### src/hdl/vumb_pkg.sv
package vumb_pkg;

  localparam int unsigned SmpW   = 24;
  localparam int unsigned StW    = 32;
  localparam int unsigned PeakW  = 31;
  localparam int unsigned CoefW  = 22;
  localparam int unsigned GainW  = 16;
  localparam int unsigned LevelW = 31;
  localparam int unsigned MulBW  = 24;
  localparam int unsigned ProdW  = StW + MulBW + 1;
  localparam int unsigned NumSmp = 4;
  localparam int unsigned SelW   = 2;
  localparam int unsigned CfgIdxW  = 1;
  localparam int unsigned CfgDataW = 22;

  localparam logic signed [StW-1:0] StLimit    = 32'sd335544320;
  localparam logic [LevelW:0]       LevelMax   = 32'd1342177280;
  localparam logic [CoefW-1:0]      CoefReset  = 22'd3880;
  localparam logic [GainW-1:0]      GainReset  = 16'd38610;

  localparam logic [CfgIdxW-1:0] CFG_COEF = 1'b0;
  localparam logic [CfgIdxW-1:0] CFG_GAIN = 1'b1;

  localparam logic OP_GROUP = 1'b0;
  localparam logic OP_READ  = 1'b1;

  typedef enum logic [3:0] {
    DP_NOP,
    DP_CAPTURE,
    DP_LOAD,
    DP_DIFF_FAST,
    DP_MUL_FAST,
    DP_ACC_FAST,
    DP_DIFF_SLOW,
    DP_MUL_SLOW,
    DP_ACC_SLOW,
    DP_PEAK,
    DP_MUL_READ,
    DP_OUT
  } dp_op_t;

  typedef struct packed {
    dp_op_t          op;
    logic [SelW-1:0] sel;
  } dp_cmd_t;

endpackage

### src/hdl/vumb_ctrl.sv
module vumb_ctrl (
  input  logic              clk,
  input  logic              rst_n,
  input  logic              in_valid,
  input  logic              in_op,
  output logic              in_ready,
  output logic              out_valid,
  input  logic              out_ready,
  output vumb_pkg::dp_cmd_t cmd
);

  typedef enum logic [3:0] {
    S_IDLE,
    S_LOAD,
    S_DIFF,
    S_MUL,
    S_ACC,
    S_SDIFF,
    S_SMUL,
    S_SACC,
    S_PEAK,
    S_RMUL,
    S_ROUT
  } state_t;

  state_t                      state_r;
  logic [vumb_pkg::SelW-1:0]   sel_r;
  logic                        out_valid_r;
  logic                        out_free;

  assign in_ready  = (state_r == S_IDLE);
  assign out_valid = out_valid_r;
  assign out_free  = !out_valid_r || out_ready;

  always_comb begin
    cmd.sel = sel_r;
    unique case (state_r)
      S_IDLE:  cmd.op = (in_valid && in_ready) ? vumb_pkg::DP_CAPTURE : vumb_pkg::DP_NOP;
      S_LOAD:  cmd.op = vumb_pkg::DP_LOAD;
      S_DIFF:  cmd.op = vumb_pkg::DP_DIFF_FAST;
      S_MUL:   cmd.op = vumb_pkg::DP_MUL_FAST;
      S_ACC:   cmd.op = vumb_pkg::DP_ACC_FAST;
      S_SDIFF: cmd.op = vumb_pkg::DP_DIFF_SLOW;
      S_SMUL:  cmd.op = vumb_pkg::DP_MUL_SLOW;
      S_SACC:  cmd.op = vumb_pkg::DP_ACC_SLOW;
      S_PEAK:  cmd.op = vumb_pkg::DP_PEAK;
      S_RMUL:  cmd.op = vumb_pkg::DP_MUL_READ;
      S_ROUT:  cmd.op = out_free ? vumb_pkg::DP_OUT : vumb_pkg::DP_NOP;
      default: cmd.op = vumb_pkg::DP_NOP;
    endcase
  end

  always_ff @(posedge clk) begin
    if (!rst_n) begin
      state_r     <= S_IDLE;
      sel_r       <= '0;
      out_valid_r <= 1'b0;
    end else begin
      out_valid_r <= ((state_r == S_ROUT) && out_free) || (out_valid_r && !out_ready);
      unique case (state_r)
        S_IDLE: begin
          sel_r <= '0;
          if (in_valid) begin
            state_r <= (in_op == vumb_pkg::OP_READ) ? S_RMUL : S_LOAD;
          end
        end
        S_LOAD:  state_r <= S_DIFF;
        S_DIFF:  state_r <= S_MUL;
        S_MUL:   state_r <= S_ACC;
        S_ACC: begin
          sel_r <= sel_r + 1'b1;
          state_r <= (sel_r == vumb_pkg::SelW'(vumb_pkg::NumSmp - 1)) ? S_SDIFF : S_DIFF;
        end
        S_SDIFF: state_r <= S_SMUL;
        S_SMUL:  state_r <= S_SACC;
        S_SACC:  state_r <= S_PEAK;
        S_PEAK:  state_r <= S_IDLE;
        S_RMUL:  state_r <= S_ROUT;
        S_ROUT: begin
          if (out_free) begin
            state_r <= S_IDLE;
          end
        end
        default: state_r <= S_IDLE;
      endcase
    end
  end

endmodule

### config.mk
export PLATFORM = sky130hd
export DESIGN_NAME = vumb_ctrl
export DESIGN_NICKNAME = d
export VERILOG_FILES = /design/src/hdl/vumb_pkg.sv /design/src/hdl/vumb_ctrl.sv
export SDC_FILE = /design/constraint.sdc
export NUM_CORES = 1
export LEC_CHECK = 0
export BUFFER_PORTS_ARGS = -buffer_cell sky130_fd_sc_hd__buf_2
export CAP_MARGIN = 20
export CORE_AREA = 2 2 39 41
export DETAILED_ROUTE_END_ITERATION = 16
export DIE_AREA = 0 0 41 43
export HOLD_SLACK_MARGIN = 0.03
export PLACE_DENSITY = 0.65
export SYNTH_ARGS = -nofsm -noshare
export SYNTH_HDL_FRONTEND = slang
export SYNTH_SLANG_ARGS = --single-unit
### constraint.sdc
create_clock -name clk -period 1.22 [get_ports clk]
set_input_delay 0 -clock clk [delete_from_list [all_inputs] [get_ports clk]]
set_output_delay 0 -clock clk [all_outputs]
set_load 0.03 [all_outputs]
==> results of run 1 <==
-- cells in the mapped netlist (2+ instances only) --
cell,count
a21o_1,2
a21oi_1,3
a31oi_1,2
buf_2,3
dfxtp_1,7
inv_1,2
nand2_1,3
nand3_1,2
nor2_1,9
nor2b_1,4
o21ai_0,3
-- power by group through the flow --
stage / clock [mW] / sequential, mW / combinational, mW
global placement: 0 / 0.264 / 0.209
floorplan: 0 / 0.253 / 0.150
finish: 0.207 / 0.259 / 0.296
global route: 0.230 / 0.260 / 0.315
detailed placement: 0 / 0.264 / 0.209
CTS: 0.218 / 0.258 / 0.248
-- layout make-up --
type                            instances  area, µm²
Clock buffer                            4       26.3
Multi-Input combinational cell         43        329
Timing Repair Buffer                   28        213
Inverter                                2       7.51
Sequential cell                         7        153
Tap cell                               16       20.0
Fill cell                             122        636
-- flip-flops by register name (all words and copies together), names as in the netlist --
| register | count |
|---|---|
| out_valid | 1 |
| state_r | 4 |
| sel_r | 2 |
-- timing repair --
action | in CTS | in global routing
pin swaps | 4 | 3
hold buffers | 1 | 0
endpoints found under the hold margin | 1 | 0
buffers inserted | 4 | 2
setup endpoints to repair | 5 | 10
resized for setup | 18 | 11
-- how the worst min path moves through the flow --
stage / slack, ns / start / endpoint / cells past startpoint
floorplan: 0.13 / rst_n / state_r[0] / 1
global placement: 0.25 / rst_n / state_r[0] / 2
detailed placement: 0.25 / rst_n / state_r[0] / 2
CTS: 0.06 / in_op / state_r[3] / 3
global route: 0.09 / in_valid / state_r[3] / 3
finish: 0.07 / in_op / state_r[3] / 3
-- cells by family after synthesis --
kind of cell	Yosys count	synth area share, %
muxes	1	2.29
adders and majority gates	1	2.86
and+or+nand+nor	24	28.9
DFF	7	32.1
buffers and inverters	6	6.02
AOI/OAI and AO/OA	15	23.8
xor gates and xnor gates	2	4.01
-- tightest hold or removal path, cell delays in order --
cell     delay, ns
buf_2         0.10
nand4_1       0.08
a31oi_1       0.09
-- layer usage --
layer  GRT usage [%]  vias to the layer above  wire length, µm
met5               0                        -                0
met4            4.00                        0                0
met3            6.81                        0               45
met2            25.9                        9              684
met1            15.2                      244              523
li1                -                      261                -
-- metrics by stage --
step           utilization (%)  TNS [ns]  total power, mW  std cells  hold WS, ns
3_3_place_gp              42.0         0            0.472         89        0.247
2_1_floorplan                -    -0.110            0.402         56        0.133
3_5_place_dp              42.0         0            0.473         89        0.254
5_1_grt                   54.1    -0.511            0.806        100       0.0897
6_report                  54.1    -0.137            0.762        100       0.0705
4_1_cts                   50.3    -0.131            0.724         98       0.0636
==> results.ini, run 1 <==
[setup_path]
start_kind = register
cp.arrival_ns = 1.30
path_buf_inv = 2
r2r_start = state_r[1]
cp-endpoint = cmd[2]
critical_path.top_delay_family = compound AO/OA/AOI/OAI gates
worstSetupStartpoint = state_r[1]
path_cells = buf_6 > a21o_1 > a221oi_2 > buf_4
rr_worst_depth = 5
rrSetupSlack_ns = -0.01
crit_type = register to primary output
path_depth = 4
r2r_end = state_r[1]
crit_fanout = 3
cp_slowest_cell = dfxtp_4
max_stage_delay_ns = 0.35
end_kind = primary output
crit_required_ns = 1.22

[sta]
max_freq_ghz = 0.771
worst_pin_slew_ns = 0.205
hold_viol_final = 0
relSlewSlack_pct = 86.2
setup_violations = 3
rsz0062_at_grt = true
report.final.slew_viol_count = 0
fin_skew_ns = 0.00428
worst_slack_ns = -0.0775
min_period_ns = 1.30
min_period_over_period_pct = 106

[detailed_routing]
dr.pass1.iters = 4
drc = 0
drtIter0Drc = 7
wl_um = 1250
dr_total_vias = 514
wire_per_inst_um = 12.5
ant_nets = 0
vias_per_cell = 5.14

[yosys]
syn_nets = 62
syn-mean-instance-area_um2 = 7.80
synth-edff-count = 0
async_reset_ff_share_pct = 0
yosysTopAreaCell = dfxtp_1
yosysWarnings = 0
synth_top_area_share_pct = 32.1
synth.distinct_cells = 27
syn_area_um2 = 437
ys_seq_area_share_pct = 32.1
yosys_register_bits = 7
synthFlopType = dfxtp_1
ys_top_cells_by_area = dfxtp_1 32%, nor2_1 7.7%, nor2b_1 5.7%, a21oi_1 3.4%, buf_2 3.4%
syn-instance-count = 56

[power_and_ir_drop]
sw_frac_of_total_pct = 32.8
p_leak_nw = 0.357
seqPwrFrac_pct = 34.0
powerDensity_nw_per_um2 = 1020
ir_drop_mv = 0.489
switchingPower_uw = 250
p_clk_share_pct = 27.2
pwr-share-comb_pct = 38.8
p_int_uw = 512

[clock_tree]
numCtsBuffers = 3
path_clk_slew_ns = 0.05
cts-root-buf = clkbuf_4
clkLatencyLatePin_ns = 0.25
tritoncts = built
clock_sinks = 7
ctsLongestPathBuffers = 2
htreeDepth = 1

[die]
start_util_pct = 31.6
io_pins = 13
fp-row-count = 14
die-height_um = 43
die-area_um2 = 1760
fp.dieW_um = 41
core_area_um2 = 1380

[place]
port_buffers = 12
gp_congestion = 0.685
placed_cell_area_um2 = 582
hpwl_um = 755
dp_slack_ns = 0.0250

[flow_run]
drv_cap = 0

[grt]
overflow = 0
grt_pass1_vias = 503
grt_start_max_net_pins = 10
track_usage_pct = 15.0
grt_antenna_before_repair = 0
grt_pass1_wl_um = 1860

[finish]
diodes = 0
layout_common_cells = 12 x buf_4, 8 x nor2_1, 7 x buf_2, 6 x buf_6
stdcell_area_um2 = 748
area_growth_pct = 71.3
final_common_cell = buf_4
nets = 91
drive_above_1_share_pct = 50.0

[hold_path]
hold_path.class = primary input to register

[outcome]
outcome = complete, but fails checks
violations = negative setup slack

Power figures use the tool's default switching activity.
==> run 2, diff against run 1 <==
--- a/config.mk
+++ b/config.mk
@@ -6,7 +6,6 @@
 export NUM_CORES = 1
 export LEC_CHECK = 0
 export BUFFER_PORTS_ARGS = -buffer_cell sky130_fd_sc_hd__buf_2
-export CAP_MARGIN = 20
 export CORE_AREA = 2 2 39 41
 export DETAILED_ROUTE_END_ITERATION = 16
 export DIE_AREA = 0 0 41 43
==> constraint.sdc (replaced) <==
create_clock -name clk -period 1.22 [get_ports clk]
set_input_delay 0.122 -clock clk [delete_from_list [all_inputs] [get_ports clk]]
set_output_delay 0.122 -clock clk [all_outputs]
set_load 0.03 [all_outputs]
==> run 2 against run 1 <==
Against the previous run:
- the flow still finishes with violations (negative setup slack)
- cell count fell by 2.0%
- register-to-register slack improved by 0.08 ns
- routed wire length rose by 2.3%
- utilization rose by 1.4 points
- combinational power barely moved
- critical path type unchanged
==> results.ini, run 2 (synthesis gave the netlist of run 1 again) <==
[outcome]
outcome = complete, but fails checks  ; unchanged
violations = negative setup slack  ; unchanged

[detailed_routing]
wl_um = 1280  ; was 1250 µm
vias_per_cell = 5.24  ; was 5.14
ant_nets = 0  ; unchanged
drtIter0Drc = 6  ; was 7
drc = 0  ; unchanged
wire_per_inst_um = 13.1  ; was 12.5 µm
dr_total_vias = 514  ; unchanged
dr.pass1.iters = 4  ; unchanged

[clock_tree]
postCtsHoldBufs = 0  ; was 1
clkLatencyLatePin_ns = 0.25  ; about the same
path_clk_slew_ns = 0.05  ; about the same
numCtsBuffers = 3  ; unchanged
htreeDepth = 1  ; unchanged
tritoncts = built  ; unchanged
cts-root-buf = clkbuf_4  ; unchanged
ctsLongestPathBuffers = 2  ; unchanged
clock_sinks = 7  ; unchanged

[finish]
nets = 89  ; was 91
layout_common_cells = 12 x buf_4, 9 x nor2_1, 7 x buf_2, 7 x buf_6, 4 x dfxtp_4  ; was 12 x buf_4, 8 x nor2_1, 7 x buf_2, 6 x buf_6
multi_input_area_um2 = 353  ; was 329 µm²
diodes = 0  ; unchanged
fillers = 124  ; was 122
final_common_cell = buf_4  ; unchanged
drive_above_1_share_pct = 56.1  ; was 50.0%
layout.area.seq_um2 = 156  ; was 153 µm²
area_growth_pct = 75.6  ; was 71.3%
largest_register = state_r  ; unchanged
largest_reg_flops = 4  ; unchanged
stdcell_count = 98  ; was 100

[sta]
worst_pin_slew_ns = 0.325  ; was 0.205 ns
report.final.slew_viol_count = 0  ; unchanged
relSlewSlack_pct = 78.2  ; was 86.2%
setup_tns_ns = -0.592  ; was -0.137 ns
max_freq_ghz = 0.711  ; was 0.771 GHz
hold_viol_final = 0  ; unchanged
min_period_over_period_pct = 115  ; was 106%
worst_slack_ns = -0.186  ; was -0.0775 ns
min_period_ns = 1.41  ; was 1.30 ns
fin_skew_ns = 0.00204  ; was 0.00428 ns
setup_violations = 5  ; was 3
rsz0062_at_grt = true  ; unchanged

[setup_path]
crit_type = register to primary output  ; unchanged
cp.arrival_ns = 1.28  ; was 1.30 ns
crit_required_ns = 1.10  ; was 1.22 ns
r2r_start = state_r[0]  ; was state_r[1]
end_kind = primary output  ; unchanged
rr_worst_depth = 4  ; was 5
r2r_end = state_r[1]  ; unchanged
crit_fanout = 2  ; was 3
start_kind = register  ; unchanged
rrSetupSlack_ns = 0.07  ; was -0.01 ns

[grt]
grt_pass1_vias = 505  ; was 503
grt_pass1_wl_um = 2040  ; was 1860 µm
track_usage_pct = 17.1  ; was 15.0%
overflow = 0  ; unchanged
grt_antenna_before_repair = 0  ; unchanged
grt_start_max_net_pins = 9  ; was 10

[hold_path]
hold_path.class = primary input to register  ; unchanged
worstHoldEndpoint = state_r[0]  ; was state_r[3]
whs_path_depth = 2  ; was 3
hold_path.startpoint = rst_n  ; was in_op

[power_and_ir_drop]
p_leak_nw = 0.362  ; was 0.357 nW
ir_drop_mv = 0.545  ; was 0.489 mV
powerDensity_nw_per_um2 = 991  ; was 1020 nW/µm²
p_total_uw = 760  ; was 762 µW

[place]
hpwl_um = 845  ; was 755 µm
gp_congestion = 0.773  ; was 0.685
dp_slack_ns = -0.0366  ; was 0.0250 ns
dpl.cell_count = 90  ; was 89
port_buffers = 12  ; unchanged

[die]
fp.dieW_um = 41  ; unchanged
io_pins = 13  ; unchanged
die-height_um = 43  ; unchanged
fp-row-count = 14  ; unchanged
die-area_um2 = 1760  ; unchanged
start_util_pct = 31.6  ; unchanged
core_area_um2 = 1380  ; unchanged

[flow_run]
drv_cap = 0  ; unchanged

==> run 2: timing repair <==
action,CTS,global route
pin swaps,6,4
setup buffers,3,1
endpoints found under the setup margin,6,8
resized for setup,19,14
==> run 2: worst max-delay path by stage <==
stage	endpoint	startpoint
global placement	cmd[2]	out_valid
global route	cmd[2]	out_valid
finish	cmd[2]	out_valid
floorplan	cmd[2]	out_valid
detailed placement	cmd[3]	state_r[0]
CTS	cmd[2]	out_valid
==> run 2: area by class of cell <==
type                       instances  area share [%]
sequential                         7            20.4
tap                               16            2.61
timing repair buffer              26            26.6
inverter                           2           0.979
multi-input combinational         43            46.0
clock buffer                       4            3.43
==> run 2: through the flow <==
stage / hold WS (ns) / cell area (µm²) / util, %
floorplan: 0.255 / 465 / -
detailed placement: 0.366 / 601 / 43.4
finish: 0.108 / 767 / 55.4
CTS: 0.103 / 702 / 50.7
global route: 0.102 / 767 / 55.4
global placement: 0.370 / 601 / 43.4
==> run 2: worst max-delay path, stage by stage, from the launching register on <==
cell      delay, ns
dfxtp_2        0.31
nor2b_4        0.12
a21o_1         0.18
a221oi_4       0.27
buf_6          0.16
==> run 2: power breakdown <==
part	internal (mW)	switching (mW)
sequential	0.239	0.0225
combinational	0.148	0.148
clock	0.124	0.0793
total	0.511	0.249
==> run 2: layer usage <==
layer / vias to the layer above / GRT usage [%] / routed length (µm)
met5: - / 0 / 0
met4: 0 / 6.00 / 0
met3: 0 / 4.71 / 28
met2: 13 / 30.9 / 753
met1: 249 / 17.3 / 501
li1: 252 / - / -
==> run 3, diff against run 2 <==
--- a/config.mk
+++ b/config.mk
@@ -11,6 +11,9 @@
 export DIE_AREA = 0 0 41 43
 export HOLD_SLACK_MARGIN = 0.03
 export PLACE_DENSITY = 0.65
+export REMOVE_ABC_BUFFERS = 1
+export SETUP_SLACK_MARGIN = 0.1
 export SYNTH_ARGS = -nofsm -noshare
 export SYNTH_HDL_FRONTEND = slang
 export SYNTH_SLANG_ARGS = --single-unit
+export TNS_END_PERCENT = 10
==> run 3 against run 2 <==
Against the previous run:
- the flow still finishes with violations (negative setup slack)
- register-to-register slack lost 0.07 ns
- routed wire length is 7.4% lower
- die area stayed put
- critical path type unchanged
- critical endpoint is now cmd[5]
- largest cell class unchanged
- highest routed layer is now met4
==> results.ini, run 3 (synthesis gave the netlist of run 1 again) <==
[outcome]
outcome = complete, but fails checks  ; unchanged
violations = negative setup slack  ; unchanged

[place]
dpl.cell_count = 90  ; unchanged
hpwl_um = 839  ; was 845 µm
gp_congestion = 0.752  ; was 0.773
port_buffers = 12  ; unchanged

[die]
die-height_um = 43  ; unchanged
io_pins = 13  ; unchanged
start_util_pct = 31.6  ; unchanged
fp-row-count = 14  ; unchanged
die-area_um2 = 1760  ; unchanged
fp.dieW_um = 41  ; unchanged
core_area_um2 = 1380  ; unchanged

[finish]
largest_reg_flops = 4  ; unchanged
stdcell_count = 94  ; was 98
drive_above_1_share_pct = 43.6  ; was 56.1%
diodes = 0  ; unchanged
layout_common_cells = 12 x buf_4, 9 x nor2_1, 8 x buf_2  ; was 12 x buf_4, 9 x nor2_1, 7 x buf_2, 7 x buf_6, 4 x dfxtp_4
largest_register = state_r  ; unchanged
final_common_cell = buf_4  ; unchanged
area_growth_pct = 49.6  ; was 75.6%
utilization_pct = 47.2  ; was 55.4%
nets = 85  ; was 89
fillers = 141  ; was 124

[clock_tree]
cts-root-buf = clkbuf_4  ; unchanged
postCtsHoldBufs = 0  ; unchanged
numCtsBuffers = 3  ; unchanged
htreeDepth = 1  ; unchanged
clock_sinks = 7  ; unchanged
tritoncts = built  ; unchanged
path_clk_slew_ns = 0.05  ; about the same
clkLatencyLatePin_ns = 0.25  ; about the same
ctsLongestPathBuffers = 2  ; unchanged

[setup_path]
end_kind = primary output  ; unchanged
critical_path.top_delay_family = flip-flops  ; was compound AO/OA/AOI/OAI gates
max_stage_delay_ns = 0.43  ; was 0.31 ns
start_kind = register  ; unchanged
cp.arrival_ns = 1.28  ; about the same
crit_fanout = 8  ; was 2
path_cells = buf_4 > o21ai_0 > o2bb2ai_1 > buf_2  ; was nor2b_4 > a21o_1 > a221oi_4 > buf_6
crit_required_ns = 1.10  ; about the same
cp_slowest_cell = dfxtp_1  ; was dfxtp_2
crit_type = register to primary output  ; unchanged
path_buf_inv = 2  ; was 1

[power_and_ir_drop]
ir_drop_mv = 0.477  ; was 0.545 mV
powerDensity_nw_per_um2 = 1080  ; was 991 nW/µm²
p_leak_nw = 0.315  ; was 0.362 nW

[sta]
worst_pin_slew_ns = 0.232  ; was 0.325 ns
min_period_ns = 1.40  ; was 1.41 ns
worst_slack_ns = -0.177  ; was -0.186 ns
fin_skew_ns = 0.00283  ; was 0.00204 ns
relSlewSlack_pct = 84.5  ; was 78.2%
setup_violations = 6  ; was 5
rsz0062_at_grt = true  ; unchanged
hold_viol_final = 0  ; unchanged
setup_tns_ns = -0.706  ; was -0.592 ns
min_period_over_period_pct = 115  ; about the same
report.final.slew_viol_count = 0  ; unchanged
max_freq_ghz = 0.716  ; was 0.711 GHz

[grt]
overflow = 0  ; unchanged
grt_pass1_vias = 469  ; was 505
grt_start_max_net_pins = 12  ; was 9
track_usage_pct = 15.3  ; was 17.1%
grt_pass1_wl_um = 1830  ; was 2040 µm
grt_antenna_before_repair = 0  ; unchanged

[detailed_routing]
vias_per_cell = 5.17  ; was 5.24
drc = 0  ; unchanged
wire_per_inst_um = 12.6  ; was 13.1 µm
ant_nets = 0  ; unchanged
drtIter0Drc = 9  ; was 6
dr.pass1.iters = 4  ; unchanged
wl_um = 1190  ; was 1280 µm
dr_total_vias = 486  ; was 514

[flow_run]
drv_cap = 0  ; unchanged

[hold_path]
hold_path.class = primary input to register  ; unchanged

run 3: what timing repair did:
| action | 4_1_cts | 5_1_grt |
|---|---|---|
| endpoints found under the setup margin | 12 | 11 |
| resized for setup | 16 | 2 |
| setup buffers | 0 | 0 |
| pin swaps | 4 | 0 |
run 3: final cells by class:
type / count / area, µm² / share of cell area (%)
Sequential cell: 7 / 153 / 23.4
Multi-Input combinational cell: 43 / 294 / 45.0
Tap cell: 16 / 20.0 / 3.07
Timing Repair Buffer: 22 / 153 / 23.4
Inverter: 2 / 7.51 / 1.15
Clock buffer: 4 / 26.3 / 4.02
run 3: per-layer routing:
layer  global-route usage [%]  wire (µm)  vias to the layer above
met3                     7.33         74                        4
met4                     8.00         33                        0
met1                     15.2        499                      224
met5                        0          0                        -
met2                     24.7        581                       13
li1                         -          -                      245
run 3: final timing paths:
| path | startpoint | to | slack, ns | cells past startpoint |
|---|---|---|---|---|
| worst max-delay path | state_r[1] | cmd[5] | -0.18 | 4 |
| worst min-delay path | rst_n | state_r[0] | 0.11 | 2 |
| worst max register to register | state_r[1] | state_r[1] | 0 | 4 |
| worst min register to register | sel_r[1] | sel_r[1] | 0.50 | 2 |
run 3: power breakdown:
group / total (mW) / leakage [nW] / internal (mW) / switching (mW)
clock: 0.210 / 0.0150 / 0.125 / 0.0856
sequential: 0.262 / 0.0596 / 0.238 / 0.0244
combinational: 0.235 / 0.241 / 0.113 / 0.122
total: 0.708 / 0.315 / 0.475 / 0.232
run 3: metrics by stage:
stage | total power [mW] | area, µm² | setup slack [ns] | hold WS, ns
after floorplan | 0.384 | 418 | -0.508 | 0.255
after global placement | 0.468 | 573 | 0.000662 | 0.370
after detailed placement | 0.470 | 573 | -0.00523 | 0.371
after CTS | 0.717 | 644 | -0.164 | 0.101
after global routing | 0.754 | 653 | -0.242 | 0.115
final | 0.708 | 653 | -0.177 | 0.110
